$ cat config.mk
export PLATFORM = sky130hd
export DESIGN_NAME = ths_ram
export DESIGN_NICKNAME = d
export VERILOG_FILES = /design/src/hdl/ths_ram.sv
export SDC_FILE = /design/constraint.sdc
export NUM_CORES = 1
export LEC_CHECK = 0
export BUFFER_PORTS_ARGS = -buffer_cell sky130_fd_sc_hd__buf_2
export CAP_MARGIN = 20
export CORE_MARGIN = 4
export CORE_UTILIZATION = 50
export CTS_BUF_LIST = sky130_fd_sc_hd__clkbuf_16
export DETAILED_ROUTE_END_ITERATION = 10
export GPL_TIMING_DRIVEN = 0
export PLACE_DENSITY = 0.67
export REMOVE_ABC_BUFFERS = 1
export SLEW_MARGIN = 10
export SYNTH_ARGS = -nofsm -noshare
export SYNTH_HDL_FRONTEND = slang
export SYNTH_SLANG_ARGS = --single-unit
$ cat constraint.sdc
create_clock -name clk -period 4.7 [get_ports clk]
set_clock_uncertainty 0.15 [all_clocks]
set_input_delay 0.94 -clock clk [delete_from_list [all_inputs] [get_ports clk]]
set_output_delay 0.94 -clock clk [all_outputs]
set_load 0.01 [all_outputs]
$ cat src/hdl/ths_ram.sv
// Generic simple dual-port RAM with registered read.
module ths_ram #(
  parameter int WIDTH = 32,
  parameter int DEPTH = 16
) (
  input  logic                                   clk,
  input  logic                                   we,
  input  logic [(DEPTH > 1 ? $clog2(DEPTH) : 1)-1:0] waddr,
  input  logic [WIDTH-1:0]                       wdata,
  input  logic [(DEPTH > 1 ? $clog2(DEPTH) : 1)-1:0] raddr,
  output logic [WIDTH-1:0]                       rdata
);
  logic [WIDTH-1:0] mem [DEPTH];

  always_ff @(posedge clk) begin
    if (we) begin
      mem[waddr] <= wdata;
    end
    rdata <= mem[raddr];
  end
endmodule

==> results of run 1 <==
-- synth_stat cells, drive strengths merged --
cell    count
and2        1
nor2b       2
or3b        1
a22oi      64
nor3        4
nand3b      2
edfxtp    512
nor2       13
nand3       1
dfxtp      32
buf        26
nand2      33
mux4      128
nand2b      2
clkbuf     17
-- worst min-delay path, cell delays in order, from the launching register on --
cell and delay (ns):
sky130_fd_sc_hd__edfxtp_1 0.32, sky130_fd_sc_hd__mux4_2 0.22, sky130_fd_sc_hd__a22oi_1 0.06, sky130_fd_sc_hd__nand2_1 0.05
-- cell families after synthesis --
logic type	Yosys count	synth area share
and+or+nand+nor	59	0.0127
AOI/OAI and AO/OA	64	0.0242
DFF	544	0.807
muxes	128	0.145
buffers and inverters	43	0.0112
-- final cells by class --
type                    count  area share
well taps                 518      0.0280
multi-input cells         251       0.162
clock inverters            45      0.0116
clock buffers              55      0.0595
repair buffers            113      0.0463
flip-flops and latches    544       0.692
-- power breakdown --
| group | switching, W | internal [W] |
|---|---|---|
| Combinational | 0.000283 | 0.000211 |
| Clock | 0.00170 | 0.00227 |
| Sequential | 0.0000273 | 0.00542 |
| Total | 0.00201 | 0.00790 |
-- metrics by stage --
| step | power [W] | worst slack (ns) | utilization | setup TNS (ns) |
|---|---|---|---|---|
| floorplan | 0.00578 | 0.430 | - | 0 |
| global placement | 0.00603 | -2.65 | 0.530 | -470.92 |
| detailed placement | 0.00605 | 1.19 | 0.552 | 0 |
| CTS | 0.0100 | 1.78 | 0.594 | 0 |
| global route | 0.0103 | 1.72 | 0.594 | 0 |
| finish | 0.00992 | 1.78 | 0.594 | 0 |
-- routing by layer --
metal	vias to the layer above	track usage	share of wire
met5	-	0	0.0020
met4	14	0.0431	0.020
met3	75	0.0402	0.065
met2	291	0.298	0.48
met1	4786	0.283	0.43
li1	3832	-	-
-- path summary, 6_finish.rpt --
| check | to | slack [ns] | depth (start not counted) |
|---|---|---|---|
| worst max-delay path | mem[0][27]$_DFFE_PP_ | 1.78 | 6 |
| worst min register to register | rdata[29]$_DFF_P_ | 0.52 | 3 |
| worst max register to register | rdata[14]$_DFF_P_ | 3.23 | 3 |
| worst min-delay path | rdata[29]$_DFF_P_ | 0.52 | 3 |
-- flip-flops by register name, indices dropped and copies added (netlist names) --
name,cells
rdata,32
mem,512
==> results.txt, run 1 <==
----------------------------------------------------
[Run status]
  Outcome ... finished clean

[Clocking]
  # clock sinks ... 544
  Maximum clock path buffer count ... 3
  Clock-pin slew on the worst setup and hold paths ... 0.06 ns
  Number of gates resized after cts ... 0
  CTS tree ... yes
  H-Tree Level Count ... 2
  Post-CTS setup buffer count ... 0
  Clk Tree Root Cell ... sky130_fd_sc_hd__clkbuf_16
  Clock buffers created by TritonCTS ... 53
  Worst-skew pair later-pin latency ... 0.57 ns
  Number of hold-repair buffers added at the cts stage ... 0

[Worst setup path]
  Largest delay contributor family on the critical path ... simple AND/OR/NAND/NOR gates
  Buffers & Inverters on Critical Path ... 4
  Data arrival time of the worst path ... 3.04 ns
  Critical path origin ... waddr[2]
  Kind of end point of the critical path ... flop
  Biggest fanout along the worst timing path ... 8
  Startpoint of the lowest-slack register-to-register path ... mem[11][14]$_DFFE_PP_
  Critical Path Source Type ... input port
  Cell occurring most often along the worst timing path ... sky130_fd_sc_hd__buf_4
  Crit path kind ... input port to flop
  Max stage delay cell, worst path ... sky130_fd_sc_hd__nor3_2
  Crit path largest cell delay ... 0.68 ns
  Cell Chain, Critical Path ... buf_2 > or3b_2 > nor3_2 > buf_6 > buf_4 > buf_4
  WP data required ... 4.81 ns

[Hold path]
  Worst Hold Launch ... mem[15][29]$_DFFE_PP_
  Path class of the lowest-slack min-delay path ... flop to flop

[Cells and area]
  Post-layout instance count excluding filler cells ... 1,526
  Commonest non-fill, non-tap cells in the layout ... sky130_fd_sc_hd__edfxtp_1, sky130_fd_sc_hd__mux4_2, sky130_fd_sc_hd__buf_2, sky130_fd_sc_hd__a22oi_1, sky130_fd_sc_hd__clkbuf_16
  Post-synthesis to final-layout area growth ... 16.5%
  Net count reported at finish ... 1,005
  FF+latch area ... 16,000 µm²
  Commonest non-fill, non-tap cell in the layout ... sky130_fd_sc_hd__edfxtp_1
  Final design instance area without fill ... 23,100 µm²
  Area of the multi-input gates ... 3750 µm²
  Layout fillers ... 2,748
  Fraction of final layout cells sized beyond drive strength 1 ... 0.328
  Number of diodes added for antenna fixing ... 0

[Die]
  Area of the core ... 38,900 µm²
  Rows ... 72
  Effective utilization at floorplan ... 0.510
  Num ports ... 74
  Vertical die dimension ... 207 µm
  Die outline area ... 43,000 µm²
  Horizontal die dimension ... 207 µm

[STA]
  Worst hold margin ... 0.518 ns
  Min cycle time layout ... 2.92 ns
  Normalized max-slew margin ... 0.328
  Pin slew with the least headroom to its limit ... 1.00 ns
  Setup repair after global routing missed its margin ... no
  Final worst path period share ... 0.622
  Achievable clock frequency ... 342 MHz
  Max Slew Vio Count ... 0
  Final setup violation count ... 0
  Number of hold violations in the final report ... 0

[Flow run]
  Number of maximum-capacitance violations ... 0

[Place]
  Placed Cells ... 1,426
  Quantity of I/O buffers inserted on ports ... 73
  Placer congestion estimate ... 0.685
  Half-perimeter wire length after detailed placement ... 23,500 µm
  Post-DP Area ... 21,500 µm²

[Synth]
  Distinct cell type count after synthesis ... 18
  Synth top area cells ... sky130_fd_sc_hd__edfxtp_1, sky130_fd_sc_hd__mux4_2, sky130_fd_sc_hd__dfxtp_1, sky130_fd_sc_hd__a22oi_1, sky130_fd_sc_hd__nand2_1
  Combined area of all synthesized cells ... 19,900 µm²
  Sequential cell area fraction in the yosys report ... 0.807
  Number of instances in the synthesized netlist ... 838
  Number of synthesized register bits ... 544
  Proportion of netlist area held by the largest area contributor ... 0.774
  Avg Synthesized Cell Area ... 23.7 µm²
  Biggest area consumer among synthesized cells ... sky130_fd_sc_hd__edfxtp_1
  Warning count from the yosys run ... 0

[Global route]
  Vias in the first global route ... 9,339
  Remaining Overflow, GRT ... 0
  Maximum number of pins on one net before global-route repair ... 95
  First-pass GRT wire length ... 61,200 µm
  Number of antenna violations at the first check in global routing ... 8
  Total global-route track usage ... 0.190

[Power and ir drop]
  Total power divided by cell area ... 429 nW/µm²
  Worst IR Drop VDD ... 0.295 mV
  Lkg Pwr ... 7.52 nW

[Routing]
  Routed wire length ... 40,700 µm
  First-pass iteration count of the detailed router ... 5
  DR DRC count ... 0
  Residual antenna-violating net count after detailed routing ... 0
  Wirelength per Cell ... 26.7 µm
  Average via count per standard cell ... 5.90
  1st-iter DRT viols ... 910
  Total number of vias ... 8,998

----------------------------------------------------
No activity file was read; power rests on OpenSTA's default activity.
==> run 2: changes to the inputs <==
- ABC_AREA: not set -> 1
- PLACE_DENSITY: 0.67 -> 0.66
- clock period: 4.7 -> 2.74 ns (I/O delays scaled with it)
==> results.txt, run 2 <==
----------------------------------------------------
[Worst setup path]
  Cell occurring most often along the worst timing path ... sky130_fd_sc_hd__nand3_1
  Crit path largest cell delay ... 0.50 ns (-0.18 ns)
  Max stage delay cell, worst path ... sky130_fd_sc_hd__buf_16
  Cell Chain, Critical Path ... buf_8 > buf_16 > inv_12 > buf_16 > nand2_1 > nand3_1 > nand3_1 > nand3_1 > nand2_1
  WP data required ... 3.05 ns (-1.76 ns)
  Buffers & Inverters on Critical Path ... 4 (unchanged)
  Biggest fanout along the worst timing path ... 160 (+152)
  Largest delay contributor family on the critical path ... buffers and inverters
  Crit path kind ... input port to flop
  Critical path origin ... raddr[0]
  R2r setup slk ... 1.49 ns (-1.74 ns)
  Startpoint of the lowest-slack register-to-register path ... mem[14][13]$_DFFE_PP_
  End point of the critical path ... rdata[29]$_DFF_P_
  Worst R2R Path Depth ... 6 (+3)
  Endpoint of the worst register-to-register path ... rdata[13]$_DFF_P_
  Path length in cells of the critical path ... 9 (+3)
  Data arrival time of the worst path ... 2.67 ns (-0.37 ns)
  Critical Path Source Type ... input port
  Kind of end point of the critical path ... flop

[Synth]
  Most frequent cell after synthesis ... sky130_fd_sc_hd__nand2_1
  Distinct cell type count after synthesis ... 15 (-3)
  Biggest area consumer among synthesized cells ... sky130_fd_sc_hd__edfxtp_1
  Avg Synthesized Cell Area ... 10.7 µm² (-55%)
  Combined area of all synthesized cells ... 22,700 µm² (+14%)
  Synth top area cells ... sky130_fd_sc_hd__edfxtp_1, sky130_fd_sc_hd__nand2_1, sky130_fd_sc_hd__nand3_1, sky130_fd_sc_hd__inv_1, sky130_fd_sc_hd__dfxtp_1
  Sequential cell area fraction in the yosys report ... 0.705 (-0.102)
  Number of synthesized register bits ... 544 (unchanged)
  Number of instances in the synthesized netlist ... 2,120 (+150%)
  Top cells by instance count after synthesis ... sky130_fd_sc_hd__nand2_1, sky130_fd_sc_hd__edfxtp_1, sky130_fd_sc_hd__inv_1
  Warning count from the yosys run ... 0 (unchanged)
  Share of async-settable or async-resettable flops after synthesis ... 0 (unchanged)
  Post-synth top flop ... sky130_fd_sc_hd__edfxtp_1
  Proportion of netlist area held by the largest area contributor ... 0.676 (-0.0980)
  Post-synth EDFFs ... 512 (unchanged)

[Die]
  Area of the core ... 44,600 µm² (+15%)
  Effective utilization at floorplan ... 0.510 (-0.000581)
  Rows ... 77 (+6.9%)
  Vertical die dimension ... 221 µm (+6.7%)
  Horizontal die dimension ... 221 µm (+6.7%)
  Num ports ... 74 (unchanged)
  Die outline area ... 48,900 µm² (+14%)

[STA]
  Max Slew Vio Count ... 0 (unchanged)
  Pin slew with the least headroom to its limit ... 1.16 ns (+0.160 ns)
  Setup repair after global routing missed its margin ... no
  Worst hold margin ... 0.169 ns (-0.349 ns)
  Final worst path period share ... 0.861
  Number of hold violations in the final report ... 0 (unchanged)
  Achievable clock frequency ... 424 MHz
  Min cycle time layout ... 2.36 ns
  Final setup violation count ... 0 (unchanged)
  Normalized max-slew margin ... 0.225 (-0.103)

[Global route]
  Remaining Overflow, GRT ... 0 (unchanged)
  Number of antenna violations at the first check in global routing ... 4 (-4)
  Maximum number of pins on one net before global-route repair ... 161 (+69%)
  First-pass GRT wire length ... 80,300 µm (+31%)
  Total global-route track usage ... 0.211 (+0.0204)
  Vias in the first global route ... 14,000 (+50%)

[Power and ir drop]
  Total power divided by cell area ... 696 nW/µm² (+62%)
  Worst IR Drop VDD ... 0.502 mV (+70%)
  Switching share of power ... 0.214 (+0.0116)
  Relative contribution of sequential cells to total power ... 0.512 (-0.038)
  NetSw ... 0.00391 W (+95%)
  Pint ... 0.0143 W (+81%)
  Power share of the clock group ... 0.427 (+0.026)
  Lkg Pwr ... 11.1 nW (+48%)
  Combinational Power Share ... 0.060 (+0.010)

[Place]
  Post-DP Area ... 24,300 µm² (+13%)
  Placer congestion estimate ... 0.717 (+4.6%)
  Quantity of I/O buffers inserted on ports ... 73 (unchanged)
  Half-perimeter wire length after detailed placement ... 28,600 µm (+22%)

[Clocking]
  # clock sinks ... 544 (unchanged)
  CTS tree ... yes
  Clock buffers created by TritonCTS ... 56 (+5.7%)
  Maximum clock path buffer count ... 3 (unchanged)
  Number of gates resized after cts ... 0 (unchanged)
  H-Tree Level Count ... 2 (unchanged)
  Number of hold-repair buffers added at the cts stage ... 0 (unchanged)
  Clk Tree Root Cell ... sky130_fd_sc_hd__clkbuf_16
  Clock-pin slew on the worst setup and hold paths ... 0.06 ns (about the same)
  Post-CTS setup buffer count ... 0 (unchanged)
  Worst-skew pair later-pin latency ... 0.60 ns (+0.03 ns)

[Routing]
  Total number of vias ... 14,500 (+61%)
  1st-iter DRT viols ... 1,454 (+60%)
  Wirelength per Cell ... 18.4 µm (-31%)
  First-pass iteration count of the detailed router ... 5 (unchanged)
  Routed wire length ... 52,000 µm (+28%)
  Average via count per standard cell ... 5.13 (-13%)
  Residual antenna-violating net count after detailed routing ... 0 (unchanged)
  DR DRC count ... 0 (unchanged)

[Cells and area]
  Net count reported at finish ... 2,226 (+120%)
  Largest reg by FF count ... mem
  Commonest non-fill, non-tap cells in the layout ... sky130_fd_sc_hd__nand2_1, sky130_fd_sc_hd__edfxtp_1, sky130_fd_sc_hd__inv_1, sky130_fd_sc_hd__nand3_1, sky130_fd_sc_hd__buf_2
  Fraction of final layout cells sized beyond drive strength 1 ... 0.0946 (-0.234)
  Largest registers ... mem x512, rdata x32
  Area of the multi-input gates ... 4670 µm² (+24%)
  FF+latch area ... 16,000 µm² (unchanged)
  Number of flip-flops in the largest register ... 512 (unchanged)
  Layout fillers ... 3,500 (+27%)
  Post-synthesis to final-layout area growth ... 15.3%
  Commonest non-fill, non-tap cell in the layout ... sky130_fd_sc_hd__nand2_1
  Final design instance area without fill ... 26,200 µm² (+13%)

[Hold path]
  Path class of the lowest-slack min-delay path ... input port to flop

[Run status]
  Outcome ... finished clean

[Flow run]
  Number of maximum-capacitance violations ... 0 (unchanged)

----------------------------------------------------
## run 2: worst min-delay path by stage
stage / cells past startpoint / to / slack (ns) / from
4_1_cts: 1 / mem[12][15]$_DFFE_PP_ / 0.13 / wdata[15]
6_report: 1 / mem[5][6]$_DFFE_PP_ / 0.17 / wdata[6]
2_1_floorplan: 6 / rdata[0]$_DFF_P_ / 0.46 / mem[10][0]$_DFFE_PP_
3_3_place_gp: 6 / rdata[9]$_DFF_P_ / 0.49 / mem[10][9]$_DFFE_PP_
5_1_grt: 1 / mem[12][3]$_DFFE_PP_ / 0.16 / wdata[3]
3_5_place_dp: 6 / rdata[20]$_DFF_P_ / 0.49 / mem[11][20]$_DFFE_PP_
## run 2: cells by family after synthesis
group	count (synthesis)	synth area share
simple gates	1081	0.200
buf+inv	495	0.0954
flops	544	0.705
## run 2: area by class of cell
class | instances | area share
clock inverter | 48 | 0.0180
sequential | 544 | 0.611
tap | 592 | 0.0283
antenna | 3 | 0.000286
clock buffer | 57 | 0.0544
timing repair buffer | 111 | 0.0531
inverter | 390 | 0.0566
multi-input combinational | 1081 | 0.178
## run 2: per-stage QoR
step / utilization / setup TNS, ns / cells / total power [W] / worst slack [ns]
after detailed placement: 0.545 / -2.59 / 2718 / 0.0106 / -0.206
after global placement: 0.519 / -1175.26 / 2680 / 0.0106 / -6.27
after CTS: 0.587 / 0 / 2823 / 0.0184 / 0.434
after floorplan: - / -9.47 / 2015 / 0.0100 / -0.297
final: 0.587 / 0 / 2826 / 0.0182 / 0.382
after global routing: 0.587 / 0 / 2824 / 0.0189 / 0.202
## run 2: worst register-to-register path, stage by stage (launching register included)
cell	delay [ns]
sky130_fd_sc_hd__edfxtp_1	0.37
sky130_fd_sc_hd__inv_1	0.07
sky130_fd_sc_hd__nand2_1	0.05
sky130_fd_sc_hd__nand3_1	0.11
sky130_fd_sc_hd__nand3_1	0.11
sky130_fd_sc_hd__nand3_1	0.10
sky130_fd_sc_hd__nand2_1	0.14
## run 2: power by group through the flow
stage | logic (W) | clock network, W | registers (W)
2_1_floorplan | 0.000487 | 0 | 0.00955
3_3_place_gp | 0.00104 | 0 | 0.00953
3_5_place_dp | 0.00110 | 0 | 0.00952
4_1_cts | 0.00110 | 0.00792 | 0.00935
5_1_grt | 0.00123 | 0.00828 | 0.00936
6_report | 0.00110 | 0.00780 | 0.00935
## run 2: per-layer routing
layer	track usage	wire length, µm
met1	0.308	22700
met2	0.321	23600
met3	0.0358	3970
met4	0.0793	1700
met5	0	33
